$ cat src/hw/rtl/xmsi_pkg.sv
// Shared types, byte codes and markup kind codes for the XML markup start indexer.
package xmsi_pkg;

   localparam int TEXT_BYTE_WIDTH  = 8;
   localparam int MARKUP_POS_WIDTH = 32;
   localparam int MARKUP_KIND_WIDTH = 3;

   // Byte codes the scanner looks for
   localparam logic [TEXT_BYTE_WIDTH-1:0] CHAR_LT     = 8'h3C; // '<'
   localparam logic [TEXT_BYTE_WIDTH-1:0] CHAR_SLASH  = 8'h2F; // '/'
   localparam logic [TEXT_BYTE_WIDTH-1:0] CHAR_QUEST  = 8'h3F; // '?'
   localparam logic [TEXT_BYTE_WIDTH-1:0] CHAR_BANG   = 8'h21; // '!'
   localparam logic [TEXT_BYTE_WIDTH-1:0] CHAR_LBRACK = 8'h5B; // '['
   localparam logic [TEXT_BYTE_WIDTH-1:0] CHAR_C      = 8'h43; // 'C'
   localparam logic [TEXT_BYTE_WIDTH-1:0] CHAR_D      = 8'h44; // 'D'
   localparam logic [TEXT_BYTE_WIDTH-1:0] CHAR_A      = 8'h41; // 'A'
   localparam logic [TEXT_BYTE_WIDTH-1:0] CHAR_T      = 8'h54; // 'T'
   localparam logic [TEXT_BYTE_WIDTH-1:0] CHAR_DASH   = 8'h2D; // '-'
   localparam logic [TEXT_BYTE_WIDTH-1:0] CHAR_RBRACK = 8'h5D; // ']'
   localparam logic [TEXT_BYTE_WIDTH-1:0] CHAR_GT     = 8'h3E; // '>'

   // Length of the "CDATA[" tail after "<!["
   localparam logic [2:0] CDATA_TAIL_LEN = 3'd6;

   // Markup kind codes
   localparam logic [MARKUP_KIND_WIDTH-1:0] KIND_START   = 3'd0;
   localparam logic [MARKUP_KIND_WIDTH-1:0] KIND_END     = 3'd1;
   localparam logic [MARKUP_KIND_WIDTH-1:0] KIND_PI      = 3'd2;
   localparam logic [MARKUP_KIND_WIDTH-1:0] KIND_CDATA   = 3'd3;
   localparam logic [MARKUP_KIND_WIDTH-1:0] KIND_COMMENT = 3'd4;

   // One result record
   typedef struct packed {
      logic [MARKUP_POS_WIDTH-1:0]  markup_position;
      logic [MARKUP_KIND_WIDTH-1:0] markup_kind;
      logic                         run_last;
   } rec_type;

   // Records produced by one scanned byte, packed to the front
   typedef struct packed {
      logic [1:0] cnt;
      rec_type    rec0;
      rec_type    rec1;
   } push_type;

   // Expected byte of the CDATA tail at each match index
   function automatic logic [TEXT_BYTE_WIDTH-1:0] cdata_tail(input logic [2:0] idx);
      logic [TEXT_BYTE_WIDTH-1:0] ch;
      unique case (idx)
         3'd0: ch = CHAR_C;
         3'd1: ch = CHAR_D;
         3'd2: ch = CHAR_A;
         3'd3: ch = CHAR_T;
         3'd4: ch = CHAR_A;
         3'd5: ch = CHAR_LBRACK;
         default: ch = '0;
      endcase
      return ch;
   endfunction

endpackage

$ cat src/hw/rtl/xmsi_if.sv
// Valid/ready channel interfaces for the text byte input and the markup record output.
interface xmsi_req_if;
   import xmsi_pkg::*;

   logic                       valid;
   logic                       ready;
   logic [TEXT_BYTE_WIDTH-1:0] text_byte;
   logic                       stream_end;

   modport source (output valid, text_byte, stream_end, input ready);
   modport sink   (input valid, text_byte, stream_end, output ready);
endinterface

interface xmsi_rsp_if;
   import xmsi_pkg::*;

   logic                         valid;
   logic                         ready;
   logic [MARKUP_POS_WIDTH-1:0]  markup_position;
   logic [MARKUP_KIND_WIDTH-1:0] markup_kind;
   logic                         run_last;

   modport source (output valid, markup_position, markup_kind, run_last, input ready);
   modport sink   (input valid, markup_position, markup_kind, run_last, output ready);
endinterface

$ cat src/hw/rtl/xmsi_scan.sv
// Input byte register, scanner state and the per-byte markup classification step.
module xmsi_scan #(
   parameter int POSITION_BITS = 32
) (
   input  logic               clock,
   input  logic               reset,
   xmsi_req_if.sink           req_chan,
   input  logic [1:0]         free_slots,
   output xmsi_pkg::push_type push
);
   import xmsi_pkg::*;

   typedef enum logic [2:0] {
      MODE_IDLE,
      MODE_LT,
      MODE_BANG,
      MODE_CDPRE,
      MODE_DASH1,
      MODE_PI,
      MODE_CDATA,
      MODE_COMMENT
   } mode_type;

   localparam logic [POSITION_BITS-1:0] POS_MAX = {POSITION_BITS{1'b1}};

   // Input register
   logic                       in_vld_ff, in_vld_in;
   logic [TEXT_BYTE_WIDTH-1:0] in_byte_ff;
   logic                       in_end_ff;

   // Scanner state
   mode_type                   mode_ff, mode_in;
   logic [2:0]                 pfx_ff, pfx_in;
   logic [1:0]                 run_ff, run_in;
   logic [POSITION_BITS-1:0]   bpos_ff, bpos_in;
   logic [POSITION_BITS-1:0]   opos_ff, opos_in;

   // Step signals
   logic [TEXT_BYTE_WIDTH-1:0] c;
   logic [POSITION_BITS-1:0]   pos_inc;
   mode_type                   mode_s;
   logic [2:0]                 pfx_s;
   logic [1:0]                 run_s;
   logic [POSITION_BITS-1:0]   opos_s;
   logic                       emit_a;
   logic [MARKUP_KIND_WIDTH-1:0] kind_a;
   logic                       rescan;
   logic                       flush;
   logic [1:0]                 cnt_raw;
   rec_type                    rec_a, rec_b;
   logic                       fire;
   logic                       req_xfer;

   assign c       = in_byte_ff;
   assign pos_inc = (bpos_ff != POS_MAX) ? bpos_ff + POSITION_BITS'(1) : bpos_ff;

   // Classify one byte against the current scan mode
   always_comb begin
      mode_s = mode_ff;
      pfx_s  = pfx_ff;
      run_s  = run_ff;
      opos_s = opos_ff;
      emit_a = 1'b0;
      kind_a = KIND_START;
      rescan = 1'b0;
      unique case (mode_ff)
         MODE_LT: begin
            priority if (c == CHAR_SLASH) begin
               emit_a = 1'b1;
               kind_a = KIND_END;
               mode_s = MODE_IDLE;
            end else if (c == CHAR_QUEST) begin
               emit_a = 1'b1;
               kind_a = KIND_PI;
               mode_s = MODE_PI;
               run_s  = 2'd0;
            end else if (c == CHAR_BANG) begin
               mode_s = MODE_BANG;
            end else begin
               emit_a = 1'b1;
               rescan = 1'b1;
            end
         end
         MODE_BANG: begin
            priority if (c == CHAR_LBRACK) begin
               mode_s = MODE_CDPRE;
               pfx_s  = 3'd0;
            end else if (c == CHAR_DASH) begin
               mode_s = MODE_DASH1;
            end else begin
               emit_a = 1'b1;
               rescan = 1'b1;
            end
         end
         MODE_CDPRE: begin
            if (pfx_ff < CDATA_TAIL_LEN && c == cdata_tail(pfx_ff)) begin
               if (pfx_ff == CDATA_TAIL_LEN - 3'd1) begin
                  emit_a = 1'b1;
                  kind_a = KIND_CDATA;
                  mode_s = MODE_CDATA;
                  pfx_s  = 3'd0;
                  run_s  = 2'd0;
               end else begin
                  pfx_s = pfx_ff + 3'd1;
               end
            end else begin
               emit_a = 1'b1;
               rescan = 1'b1;
            end
         end
         MODE_DASH1: begin
            if (c == CHAR_DASH) begin
               emit_a = 1'b1;
               kind_a = KIND_COMMENT;
               mode_s = MODE_COMMENT;
               run_s  = 2'd2;
            end else begin
               emit_a = 1'b1;
               rescan = 1'b1;
            end
         end
         MODE_PI: begin
            if (c == CHAR_GT && run_ff == 2'd1) begin
               mode_s = MODE_IDLE;
               run_s  = 2'd0;
            end else begin
               run_s = (c == CHAR_QUEST) ? 2'd1 : 2'd0;
            end
         end
         MODE_CDATA, MODE_COMMENT: begin
            priority if (c == CHAR_GT && run_ff >= 2'd2) begin
               mode_s = MODE_IDLE;
               run_s  = 2'd0;
            end else if (c == ((mode_ff == MODE_CDATA) ? CHAR_RBRACK : CHAR_DASH)) begin
               if (run_ff < 2'd2) run_s = run_ff + 2'd1;
            end else begin
               run_s = 2'd0;
            end
         end
         default: begin
            mode_s = MODE_IDLE;
            pfx_s  = 3'd0;
            run_s  = 2'd0;
            rescan = 1'b1;
         end
      endcase
      // Failed lookahead and idle bytes: scan as outside markup
      if (rescan) begin
         mode_s = MODE_IDLE;
         pfx_s  = 3'd0;
         if (c == CHAR_LT) begin
            mode_s = MODE_LT;
            opos_s = pos_inc;
         end
      end
   end

   // Settle a pending '<' at end of stream
   assign flush = in_end_ff && (mode_s == MODE_LT || mode_s == MODE_BANG ||
                                mode_s == MODE_CDPRE || mode_s == MODE_DASH1);

   assign cnt_raw = {1'b0, emit_a} + {1'b0, flush};

   // Build records; the first one uses the '<' held before this byte
   always_comb begin
      rec_a.markup_position = MARKUP_POS_WIDTH'(opos_ff);
      rec_a.markup_kind     = kind_a;
      rec_a.run_last        = !flush;
      rec_b.markup_position = MARKUP_POS_WIDTH'(opos_s);
      rec_b.markup_kind     = KIND_START;
      rec_b.run_last        = 1'b1;
   end

   assign fire = in_vld_ff && (cnt_raw <= free_slots);

   always_comb begin
      push.cnt  = fire ? cnt_raw : 2'd0;
      push.rec0 = emit_a ? rec_a : rec_b;
      push.rec1 = rec_b;
   end

   // Next state: end of stream returns the scanner to its reset state
   always_comb begin
      if (in_end_ff) begin
         mode_in = MODE_IDLE;
         pfx_in  = 3'd0;
         run_in  = 2'd0;
         bpos_in = '0;
         opos_in = '0;
      end else begin
         mode_in = mode_s;
         pfx_in  = pfx_s;
         run_in  = run_s;
         bpos_in = pos_inc;
         opos_in = opos_s;
      end
   end

   // Input register handshake: take a byte when the register is empty or the held one moves on
   assign req_chan.ready = !in_vld_ff || fire;
   assign req_xfer       = req_chan.valid && req_chan.ready;
   assign in_vld_in      = req_xfer || (in_vld_ff && !fire);

   always_ff @(posedge clock) begin
      if (reset) begin
         in_vld_ff <= 1'b0;
         mode_ff   <= MODE_IDLE;
         pfx_ff    <= 3'd0;
         run_ff    <= 2'd0;
         bpos_ff   <= '0;
         opos_ff   <= '0;
      end else begin
         in_vld_ff <= in_vld_in;
         if (fire) begin
            mode_ff <= mode_in;
            pfx_ff  <= pfx_in;
            run_ff  <= run_in;
            bpos_ff <= bpos_in;
            opos_ff <= opos_in;
         end
      end
   end

   // Hold the payload of a transfer
   always_ff @(posedge clock) begin
      if (req_xfer) begin
         in_byte_ff <= req_chan.text_byte;
         in_end_ff  <= req_chan.stream_end;
      end
   end

endmodule

$ cat src/hw/rtl/xmsi_rsp_queue.sv
// Two-entry result register that takes up to two records per cycle and sends one.
module xmsi_rsp_queue (
   input  logic               clock,
   input  logic               reset,
   input  xmsi_pkg::push_type push,
   output logic [1:0]         free_slots,
   xmsi_rsp_if.source         rsp_chan
);
   import xmsi_pkg::*;

   rec_type    slot_ff [2];
   rec_type    slot_in [2];
   logic [1:0] vld_ff, vld_in;

   logic       pop;
   rec_type    keep0, keep1;
   logic       keep_vld0, keep_vld1;

   assign pop = vld_ff[0] && rsp_chan.ready;

   // Shift out the sent record
   always_comb begin
      keep0     = pop ? slot_ff[1] : slot_ff[0];
      keep_vld0 = pop ? vld_ff[1] : vld_ff[0];
      keep1     = slot_ff[1];
      keep_vld1 = pop ? 1'b0 : vld_ff[1];
   end

   assign free_slots = 2'd2 - ({1'b0, keep_vld0} + {1'b0, keep_vld1});

   // Append new records behind the ones kept
   always_comb begin
      slot_in[0] = keep0;
      slot_in[1] = keep1;
      vld_in     = {keep_vld1, keep_vld0};
      priority if (!keep_vld0) begin
         slot_in[0] = push.rec0;
         slot_in[1] = push.rec1;
         vld_in     = {push.cnt == 2'd2, push.cnt != 2'd0};
      end else if (!keep_vld1) begin
         slot_in[1] = push.rec0;
         vld_in     = {push.cnt != 2'd0, 1'b1};
      end else begin
         vld_in = 2'b11;
      end
   end

   always_ff @(posedge clock) begin
      if (reset) begin
         vld_ff <= 2'b00;
      end else begin
         vld_ff <= vld_in;
      end
   end

   always_ff @(posedge clock) begin
      slot_ff[0] <= slot_in[0];
      slot_ff[1] <= slot_in[1];
   end

   assign rsp_chan.valid           = vld_ff[0];
   assign rsp_chan.markup_position = slot_ff[0].markup_position;
   assign rsp_chan.markup_kind     = slot_ff[0].markup_kind;
   assign rsp_chan.run_last        = slot_ff[0].run_last;

endmodule

$ cat src/hw/rtl/xml_markup_start_indexer.sv
// XML markup start indexer: one text byte in, zero to two markup records out.
// Each accepted byte is held in the input register; its records are written into the
//   result register and shown from there.
// Throughput: one byte per cycle while the result register has room for the byte's
//   records; the output port of the result register sends a single record at a time.
// Reset (synchronous, active high) empties both registers and returns the scanner
//   to idle with the position counter at zero; a stream-end byte also does the latter.
module xml_markup_start_indexer #(
   parameter int POSITION_BITS = 32
) (
   input logic      clock,
   input logic      reset,
   xmsi_req_if.sink   req_chan,
   xmsi_rsp_if.source rsp_chan
);
   import xmsi_pkg::*;

   push_type   push;
   logic [1:0] free_slots;

   // Scan bytes in order
   xmsi_scan #(
      .POSITION_BITS(POSITION_BITS)
   ) u_scan (
      .clock      (clock),
      .reset      (reset),
      .req_chan   (req_chan),
      .free_slots (free_slots),
      .push       (push)
   );

   // Hold and send records
   xmsi_rsp_queue u_rsp_queue (
      .clock      (clock),
      .reset      (reset),
      .push       (push),
      .free_slots (free_slots),
      .rsp_chan   (rsp_chan)
   );

   // Never push more records than the result register can take
   a_push_fits: assert property (@(posedge clock) disable iff (reset)
      push.cnt <= free_slots)
      else $error("record push overflows result register");

   // A record that is not last of its byte is followed by another one
   a_run_continues: assert property (@(posedge clock) disable iff (reset)
      rsp_chan.valid && rsp_chan.ready && !rsp_chan.run_last |=> rsp_chan.valid)
      else $error("record run broken after a non-last record");

   // Only defined kinds leave the block
   a_kind_range: assert property (@(posedge clock) disable iff (reset)
      rsp_chan.valid |-> rsp_chan.markup_kind <= KIND_COMMENT)
      else $error("undefined markup kind sent");

   // Nothing is shown right after reset
   a_reset_empty: assert property (@(posedge clock)
      $past(reset) |-> !rsp_chan.valid)
      else $error("record valid after reset");

endmodule

$ cat src/flat_wrapper.sv
// flat-port wrapper written by rule: the top's interface ports become plain ports
module xml_markup_start_indexer_flat import xmsi_pkg::*;
#(
   parameter int POSITION_BITS = 32
)
  (clock, reset, req_chan_valid, req_chan_text_byte, req_chan_stream_end, req_chan_ready, rsp_chan_valid, rsp_chan_markup_position, rsp_chan_markup_kind, rsp_chan_run_last, rsp_chan_ready);
  xmsi_req_if req_chan_i ();
  xmsi_rsp_if rsp_chan_i ();
  input logic clock;
  input logic reset;
  input wire logic [$bits(req_chan_i.valid)-1:0] req_chan_valid;
  input wire logic [$bits(req_chan_i.text_byte)-1:0] req_chan_text_byte;
  input wire logic [$bits(req_chan_i.stream_end)-1:0] req_chan_stream_end;
  output wire logic [$bits(req_chan_i.ready)-1:0] req_chan_ready;
  output wire logic [$bits(rsp_chan_i.valid)-1:0] rsp_chan_valid;
  output wire logic [$bits(rsp_chan_i.markup_position)-1:0] rsp_chan_markup_position;
  output wire logic [$bits(rsp_chan_i.markup_kind)-1:0] rsp_chan_markup_kind;
  output wire logic [$bits(rsp_chan_i.run_last)-1:0] rsp_chan_run_last;
  input wire logic [$bits(rsp_chan_i.ready)-1:0] rsp_chan_ready;
  assign req_chan_i.valid = req_chan_valid;
  assign req_chan_i.text_byte = req_chan_text_byte;
  assign req_chan_i.stream_end = req_chan_stream_end;
  assign req_chan_ready = req_chan_i.ready;
  assign rsp_chan_valid = rsp_chan_i.valid;
  assign rsp_chan_markup_position = rsp_chan_i.markup_position;
  assign rsp_chan_markup_kind = rsp_chan_i.markup_kind;
  assign rsp_chan_run_last = rsp_chan_i.run_last;
  assign rsp_chan_i.ready = rsp_chan_ready;
  xml_markup_start_indexer #(.POSITION_BITS(POSITION_BITS)) u_core (.clock(clock), .reset(reset), .req_chan(req_chan_i), .rsp_chan(rsp_chan_i));
endmodule
$ cat config.mk
export PLATFORM = sky130hd
export DESIGN_NAME = xml_markup_start_indexer_flat
export DESIGN_NICKNAME = d
export VERILOG_FILES = /design/src/hw/rtl/xmsi_pkg.sv /design/src/hw/rtl/xmsi_if.sv /design/src/hw/rtl/xmsi_scan.sv /design/src/hw/rtl/xmsi_rsp_queue.sv /design/src/hw/rtl/xml_markup_start_indexer.sv /design/src/flat_wrapper.sv
export SDC_FILE = /design/constraint.sdc
export NUM_CORES = 1
export LEC_CHECK = 0
export BUFFER_PORTS_ARGS = -buffer_cell sky130_fd_sc_hd__buf_2
export CORE_MARGIN = 8
export CORE_UTILIZATION = 25
export CTS_BUF_LIST = sky130_fd_sc_hd__clkbuf_2 sky130_fd_sc_hd__clkbuf_4 sky130_fd_sc_hd__clkbuf_8
export DETAILED_ROUTE_END_ITERATION = 12
export PLACE_DENSITY_LB_ADDON = 0.15
export SYNTH_ARGS = -nofsm -noshare
export SYNTH_HDL_FRONTEND = slang
export SYNTH_SLANG_ARGS = --single-unit
$ cat constraint.sdc
create_clock -name clock -period 7.3 [get_ports clock]
set_clock_uncertainty 0.15 [all_clocks]
set_input_delay 0.365 -clock clock [delete_from_list [all_inputs] [get_ports clock]]
set_output_delay 0.365 -clock clock [all_outputs]
set_load 0.02 [all_outputs]
==> results.py, run 1 <==
metrics = {
    "floorplanning": {
        "die-width_um": 198,
        "die_y_um": 198,
        "start_util_pct": 25.4,
        "coreArea_um2": 32500,
        "io_pins": 51,
        "fp.dieArea_um2": 39000,
        "num_rows": 66,
    },
    "routing": {
        "first_pass_iters": 6,
        "drc_errors": 0,
        "post_drt_wl_per_cell_um": 16.8,
        "vias": 6665,
        "detail-route-antenna-nets": 0,
        "first_iter_violations": 509,
        "via_per_inst": 4.89,
        "routed_wl_mm": 22.9,
    },
    "worst_setup_path": {
        "max_stage_delay_ns": 0.66,
        "crit_chain": "nand3_1 -> or4b_1 -> a32oi_1 -> and2_1 -> nand4_1 -> o41ai_1 -> ha_1 -> ha_1 -> nor2b_1 -> o21ai_0 -> and2_1 -> nand2_1 -> buf_4 -> or4_1 -> o31ai_1",
        "cpMaxStageDelayCell": "and2_1",
        "critical_path_class": "flip-flop to flip-flop",
        "worstPathRequired_ns": 7.53,
        "path_max_fanout": 22,
        "critPathArrivalTime_ns": 5.78,
        "cp-start-kind": "flip-flop",
        "crit_family": "simple AND/OR/NAND/NOR gates",
        "path_buf_inv": 1,
        "cp-end-kind": "flip-flop",
    },
    "sta": {
        "worst_pin_slew_ns": 1.09,
        "report.final.hold_viol_count": 0,
        "final-setup-viol-count": 0,
        "relSlewSlack_pct": 27.1,
        "finalSetupTns_ns": 0,
        "slew_violations": 0,
        "setup_ws_ns": 1.75,
        "period_share_pct": 76.0,
        "max_freq_mhz": 180,
        "grt_setup_unrepaired": "false",
        "period_minus_slack_ns": 5.55,
    },
    "clock_network": {
        "cts.path.max_buffers": 2,
        "cts_max_level": 4,
        "cts_tree": "done",
        "post_cts_buffers": 0,
        "clk_latency_ns": 0.47,
        "cts-buffers-inserted": 17,
        "cts.sinks": 156,
        "clk_pin_slew_worst_paths_ns": 0.09,
        "cts_root_buf": "clkbuf_8",
    },
    "power": {
        "peakVddDrop_mv": 0.128,
        "p_leak_nw": 3.41,
        "cellPowerDensity_nw_per_um2": 186,
        "fin_total_pwr_mw": 1.75,
    },
    "cells_and_area": {
        "multi_input_area_um2": 3980,
        "n_fill_cell": 3424,
        "syn_to_final_growth_pct": 14.0,
        "fin_util_pct": 28.9,
        "final_layout_size_suffix_gt1_share_pct": 12.0,
        "antennaDiodeCount": 0,
        "nets": 929,
        "area.sequential_um2": 3890,
    },
    "logic_synthesis": {
        "avgSynthCellArea_um2": 9.34,
        "syn-num-nets": 904,
        "ys_warn_count": 0,
        "synth_enable_flop_cells": 77,
        "synth-seq-cells": 156,
        "synth.yosys.seq_area_share_pct": 47.3,
        "synth.distinct_cells": 69,
        "synth_area_um2": 8240,
        "synth-main-ff-cell": "dfxtp_1",
        "synthCells": 882,
        "synth-async-reset-ratio_pct": 0,
    },
    "placement": {
        "dp_hpwl_mm": 15.4,
        "portBuffers": 50,
        "gp_congestion": 0.816,
        "dpl_worst_slack_ns": 1.80,
    },
    "global_route": {
        "grt_first_pass_wirelength_mm": 36.9,
        "grt_pass1_vias": 6382,
        "grt_max_degree": 70,
        "grt_antenna_before_repair": 0,
        "track_usage_pct": 11.9,
        "grt_overflow": 0,
    },
    "min_path": {
        "hold_path.class": "input port to flip-flop",
    },
    "run": {
        "drv_cap": 0,
    },
    "outcome": {
        "status": "completed",
    },
}
[cell usage after synthesis, drive strengths merged, types with 9 or more instances]
| master | count | area, µm² |
|---|---|---|
| mux2i | 34 | 340 |
| ha | 9 | 113 |
| xnor2 | 12 | 105 |
| nor2 | 73 | 277 |
| and4 | 11 | 96.3 |
| clkbuf | 42 | 158 |
| a21oi | 70 | 354 |
| nand3 | 20 | 100 |
| nand2 | 76 | 285 |
| xor2 | 17 | 149 |
| dfxtp | 79 | 1580 |
| a22o | 31 | 272 |
| o21ai | 64 | 320 |
| and2 | 10 | 62.6 |
| inv | 19 | 71.3 |
| a22oi | 17 | 128 |
| edfxtp | 77 | 2310 |
| nand4 | 13 | 81.3 |
| nor4 | 10 | 62.6 |
| and3 | 13 | 86.3 |
| buf | 23 | 154 |
| nor2b | 9 | 56.3 |
| nor3 | 72 | 372 |
[power breakdown]
part           total (mW)  internal [mW]  switching (mW)  leakage [nW]
sequential          0.927          0.916          0.0106          1.56
combinational      0.0530         0.0182          0.0349          1.62
clock               0.771          0.419           0.352         0.230
total                1.75           1.35           0.397          3.41
[per-layer routing]
metal	vias up	part of all wire [%]	track usage [%]
li1	3324	-	-
met1	3200	50	16.3
met2	127	45	18.8
met3	14	3.5	2.28
met4	0	1.3	3.57
met5	-	0	0
[state kept, by name, summed over array words and instances, names as in the netlist, 2 cells and up]
register / count
u_core.u_scan.run_ff: 2
u_core.u_scan.bpos_ff: 32
u_core.u_scan.mode_ff: 3
u_core.u_scan.c: 8
u_core.u_scan.opos_ff: 32
u_core.u_rsp_queue.vld_ff: 2
u_core.u_scan.pfx_ff: 3
u_core.u_rsp_queue.slot_ff: 72
[placed cells by master, fill, tap and decap left out, types with 5 or more instances in the layout]
cell type / n
dfxtp_1: 79
edfxtp_1: 77
nand2_1: 76
nor3_1: 71
nor2_1: 71
a21oi_1: 68
o21ai_0: 54
buf_2: 50
mux2i_1: 34
a22o_1: 31
nand3_1: 20
inv_1: 18
xor2_1: 17
a22oi_1: 17
clkbuf_8: 17
nand4_1: 13
xnor2_1: 12
and4_1: 11
and3_1: 11
buf_4: 11
and2_1: 10
o21ai_1: 10
dlygate4sd3_1: 10
nor2b_1: 9
nor4_1: 9
ha_1: 9
o21a_1: 6
a32oi_1: 5
or3_1: 5
bufinv_16: 5
[path summary, 6_finish.rpt]
| check | slack [ns] | start | to | cells past startpoint |
|---|---|---|---|---|
| hold / removal | 0.32 | rsp_chan_ready | u_core.u_rsp_queue.slot_ff[0][37]$_SDFFE_PN0N_ | 4 |
| setup reg to reg | 1.75 | u_core.u_scan.c[1]$_DFFE_PP_ | u_core.u_scan.run_ff[0]$_SDFFE_PP0P_ | 15 |
| hold reg to reg | 0.35 | u_core.u_rsp_queue.slot_ff[0][39]$_SDFFE_PN0N_ | u_core.u_rsp_queue.slot_ff[0][39]$_SDFFE_PN0N_ | 2 |
| setup / recovery | 1.75 | u_core.u_scan.c[1]$_DFFE_PP_ | u_core.u_scan.run_ff[0]$_SDFFE_PP0P_ | 15 |
[through the flow]
step	hold slack (ns)	std cells	instance area [µm²]
after floorplan	0.305	882	8240
final	0.319	1362	9390
after global routing	0.313	1362	9390
after detailed placement	0.333	1320	8830
after global placement	0.330	1320	8830
after CTS	0.284	1362	9390
[layout make-up]
type / instances / area share (%)
multi-input cells: 642 / 42.4
inverters: 19 / 0.759
repair buffers: 71 / 4.61
clock buffers: 19 / 2.65
clock inverters: 13 / 2.28
flip-flops and latches: 156 / 41.5
well taps: 442 / 5.89
[tightest hold or removal path, cell delays in order]
cell and delay [ns]:
buf_2 0.09, nand2_1 0.04, nand2_1 0.26, a211oi_1 0.12
[cells by family (layout without fill, tap and decap cells)]
logic type / count (synthesis) / after routing / synth area share (%)
adders and majority gates: 9 / 9 / 1.37
muxes: 36 / 36 / 4.41
xor gates and xnor gates: 29 / 29 / 3.08
DFF: 156 / 156 / 47.3
and+or+nand+nor: 334 / 334 / 20.6
buffers and inverters: 84 / 122 / 4.65
AOI/OAI and AO/OA: 234 / 234 / 18.6
[what timing repair did]
item                      in CTS  in global routing
hold buffers                  10                  0
gates resized for setup        0                  0
hold endpoints to repair      10                  0
Note: power is estimated with default switching activity, not from simulation.
==> inputs of run 2 (changes only) <==
==> constraint.sdc (replaced) <==
create_clock -name clock -period 5.2 [get_ports clock]
set_clock_uncertainty 0.15 [all_clocks]
set_input_delay 0.26 -clock clock [delete_from_list [all_inputs] [get_ports clock]]
set_output_delay 0.26 -clock clock [all_outputs]
set_load 0.02 [all_outputs]
==> run 2 against run 1 <==
Against the previous run:
- final cell count grew 0.66%
- non-clock buffer count is 9 higher
- largest cell class unchanged
- flip-flop and latch count stayed put
- fmax is 17% higher
- sequential share of layout area shrank 0.066 points
- total power grew 33%
- routed wire length is 1.1% higher
- sequential power rose by 40%
- count of clock-buffer cells in the layout rose by 3
- via count grew 0.21%
- die area unchanged
- global-route usage increased by 0.25 points
==> results.py, run 2 (synthesized netlist as in run 1, its figures left out) <==
metrics = {
    "placement": {
        "dp_hpwl_mm": 15.5,
        "portBuffers": 50,
        "dpl_worst_slack_ns": 0.396,
        "place_inst": 1328,
        "gp_congestion": 0.838,
    },
    "floorplanning": {
        "fp.dieArea_um2": 39000,
        "num_rows": 66,
        "io_pins": 51,
        "die-width_um": 198,
        "start_util_pct": 25.4,
        "die_y_um": 198,
        "coreArea_um2": 32500,
    },
    "worst_setup_path": {
        "cp-end-kind": "flip-flop",
        "crit_start": "u_core.u_scan.c[3]$_DFFE_PP_",
        "rr_startpoint": "u_core.u_scan.c[3]$_DFFE_PP_",
        "worst_r2r_path_depth": 15,
        "crit_chain": "nand3_1 -> or4b_1 -> a32oi_1 -> and2_1 -> nand4_1 -> o41ai_1 -> ha_1 -> ha_1 -> nor2b_1 -> o21ai_1 -> and2_1 -> nand2_1 -> buf_4 -> or4_1 -> o31ai_1",
        "cpMaxStageDelayCell": "or4b_1",
        "path_max_fanout": 22,
        "max_stage_delay_ns": 0.57,
        "r2r-end": "u_core.u_scan.run_ff[0]$_SDFFE_PP0P_",
        "ff2ff_setup_slack_ns": 0.47,
        "crit_path_end": "u_core.u_scan.run_ff[0]$_SDFFE_PP0P_",
        "cp-start-kind": "flip-flop",
        "critPathArrivalTime_ns": 4.94,
        "worstPathRequired_ns": 5.41,
        "critical_path_class": "flip-flop to flip-flop",
    },
    "sta": {
        "finalSetupTns_ns": 0,
        "relSlewSlack_pct": 16.2,
        "report.final.hold_viol_count": 0,
        "worst_pin_slew_ns": 1.26,
        "grt_setup_unrepaired": "false",
        "period_minus_slack_ns": 4.73,
        "max_freq_mhz": 212,
        "setup_ws_ns": 0.473,
        "period_share_pct": 90.9,
        "final-setup-viol-count": 0,
        "slew_violations": 0,
    },
    "power": {
        "peakVddDrop_mv": 0.128,
        "cellPowerDensity_nw_per_um2": 247,
        "p_leak_nw": 3.42,
        "fin_total_pwr_mw": 2.33,
    },
    "cells_and_area": {
        "area.sequential_um2": 3890,
        "final_cell_mix": "dfxtp_1, edfxtp_1, nand2_1",
        "nets": 938,
        "final_common_cell": "dfxtp_1",
        "n_fill_cell": 3433,
        "top_regs": "u_core.u_rsp_queue.slot_ff: 72 flops, u_core.u_scan.bpos_ff: 32 flops, u_core.u_scan.opos_ff: 32 flops",
        "largest_register_ffs": 72,
        "largest_register": "u_core.u_rsp_queue.slot_ff",
        "syn_to_final_growth_pct": 14.2,
        "stdcell_count": 1371,
        "multi_input_area_um2": 3980,
        "final_layout_size_suffix_gt1_share_pct": 12.8,
        "antennaDiodeCount": 0,
    },
    "global_route": {
        "grt_max_degree": 69,
        "grt_pass1_vias": 6603,
        "grt_first_pass_wirelength_mm": 37.7,
        "track_usage_pct": 12.2,
        "grt_antenna_before_repair": 0,
        "grt_overflow": 0,
    },
    "routing": {
        "drc_errors": 0,
        "routed_wl_mm": 23.1,
        "first_iter_violations": 498,
        "detail-route-antenna-nets": 0,
        "via_per_inst": 4.87,
        "first_pass_iters": 5,
        "post_drt_wl_per_cell_um": 16.8,
        "vias": 6679,
    },
    "clock_network": {
        "cts_tree": "done",
        "cts.sinks": 156,
        "cts.path.max_buffers": 2,
        "clk_pin_slew_worst_paths_ns": 0.09,
        "cts_max_level": 4,
        "cts-buffers-inserted": 17,
        "cts_root_buf": "clkbuf_8",
        "clk_latency_ns": 0.45,
    },
    "outcome": {
        "status": "completed",
    },
    "min_path": {
        "hold_path.class": "input port to flip-flop",
        "holdPathStages": 5,
    },
    "run": {
        "drv_cap": 0,
    },
}
[run 2: layout make-up]
cell class	instances	area share [%]
clock buffers	22	3.02
clock inverters	10	1.21
inverters	19	0.758
multi-input cells	642	42.3
flip-flops and latches	156	41.4
well taps	442	5.88
repair buffers	80	5.45
[run 2: critical path, delay by kind of cell, from the launching register on]
kind / cells / cell delay, ns
AOI/OAI and AO/OA: 4 / 1.02
adders and majority gates: 2 / 0.56
buffers and inverters: 1 / 0.22
DFF: 1 / 0.50
and+or+nand+nor: 8 / 2.18
[run 2: worst min path at each step]
stage                          start                                        endpoint  slack, ns
2_1_floorplan  req_chan_text_byte[0]                    u_core.u_scan.c[0]$_DFFE_PP_       0.21
3_3_place_gp   req_chan_text_byte[5]                    u_core.u_scan.c[5]$_DFFE_PP_       0.29
3_5_place_dp     req_chan_stream_end               u_core.u_scan.in_end_ff$_DFFE_PP_       0.29
4_1_cts               rsp_chan_ready  u_core.u_rsp_queue.slot_ff[0][39]$_SDFFE_PN0N_       0.18
5_1_grt               rsp_chan_ready  u_core.u_rsp_queue.slot_ff[0][39]$_SDFFE_PN0N_       0.22
6_report              rsp_chan_ready  u_core.u_rsp_queue.slot_ff[0][39]$_SDFFE_PN0N_       0.23
[run 2: timing repair]
action | in CTS | in global routing
hold buffers | 10 | 0
setup buffers | 0 | 1
hold endpoints to repair | 10 | 0
resized for setup | 0 | 1
endpoints found under the setup margin | 0 | 33
[run 2: power by group]
part | switching [mW] | internal [mW]
Combinational | 0.0547 | 0.0291
Sequential | 0.0102 | 1.29
Clock | 0.477 | 0.469
Total | 0.542 | 1.78
[run 2: routing by layer]
layer | track usage (%) | up-vias | part of all wire, %
li1 | - | 3343 | -
met1 | 16.8 | 3216 | 50
met2 | 19.6 | 107 | 46
met3 | 1.89 | 13 | 3.3
met4 | 3.21 | 0 | 1.1
met5 | 0 | - | 0
[run 2: metrics by stage]
step	util, %	cell area, µm²	hold slack, ns
2_1_floorplan	-	8240	0.209
3_3_place_gp	27.4	8900	0.287
3_5_place_dp	27.4	8900	0.289
4_1_cts	29.0	9400	0.179
5_1_grt	29.0	9410	0.223
6_report	29.0	9410	0.227
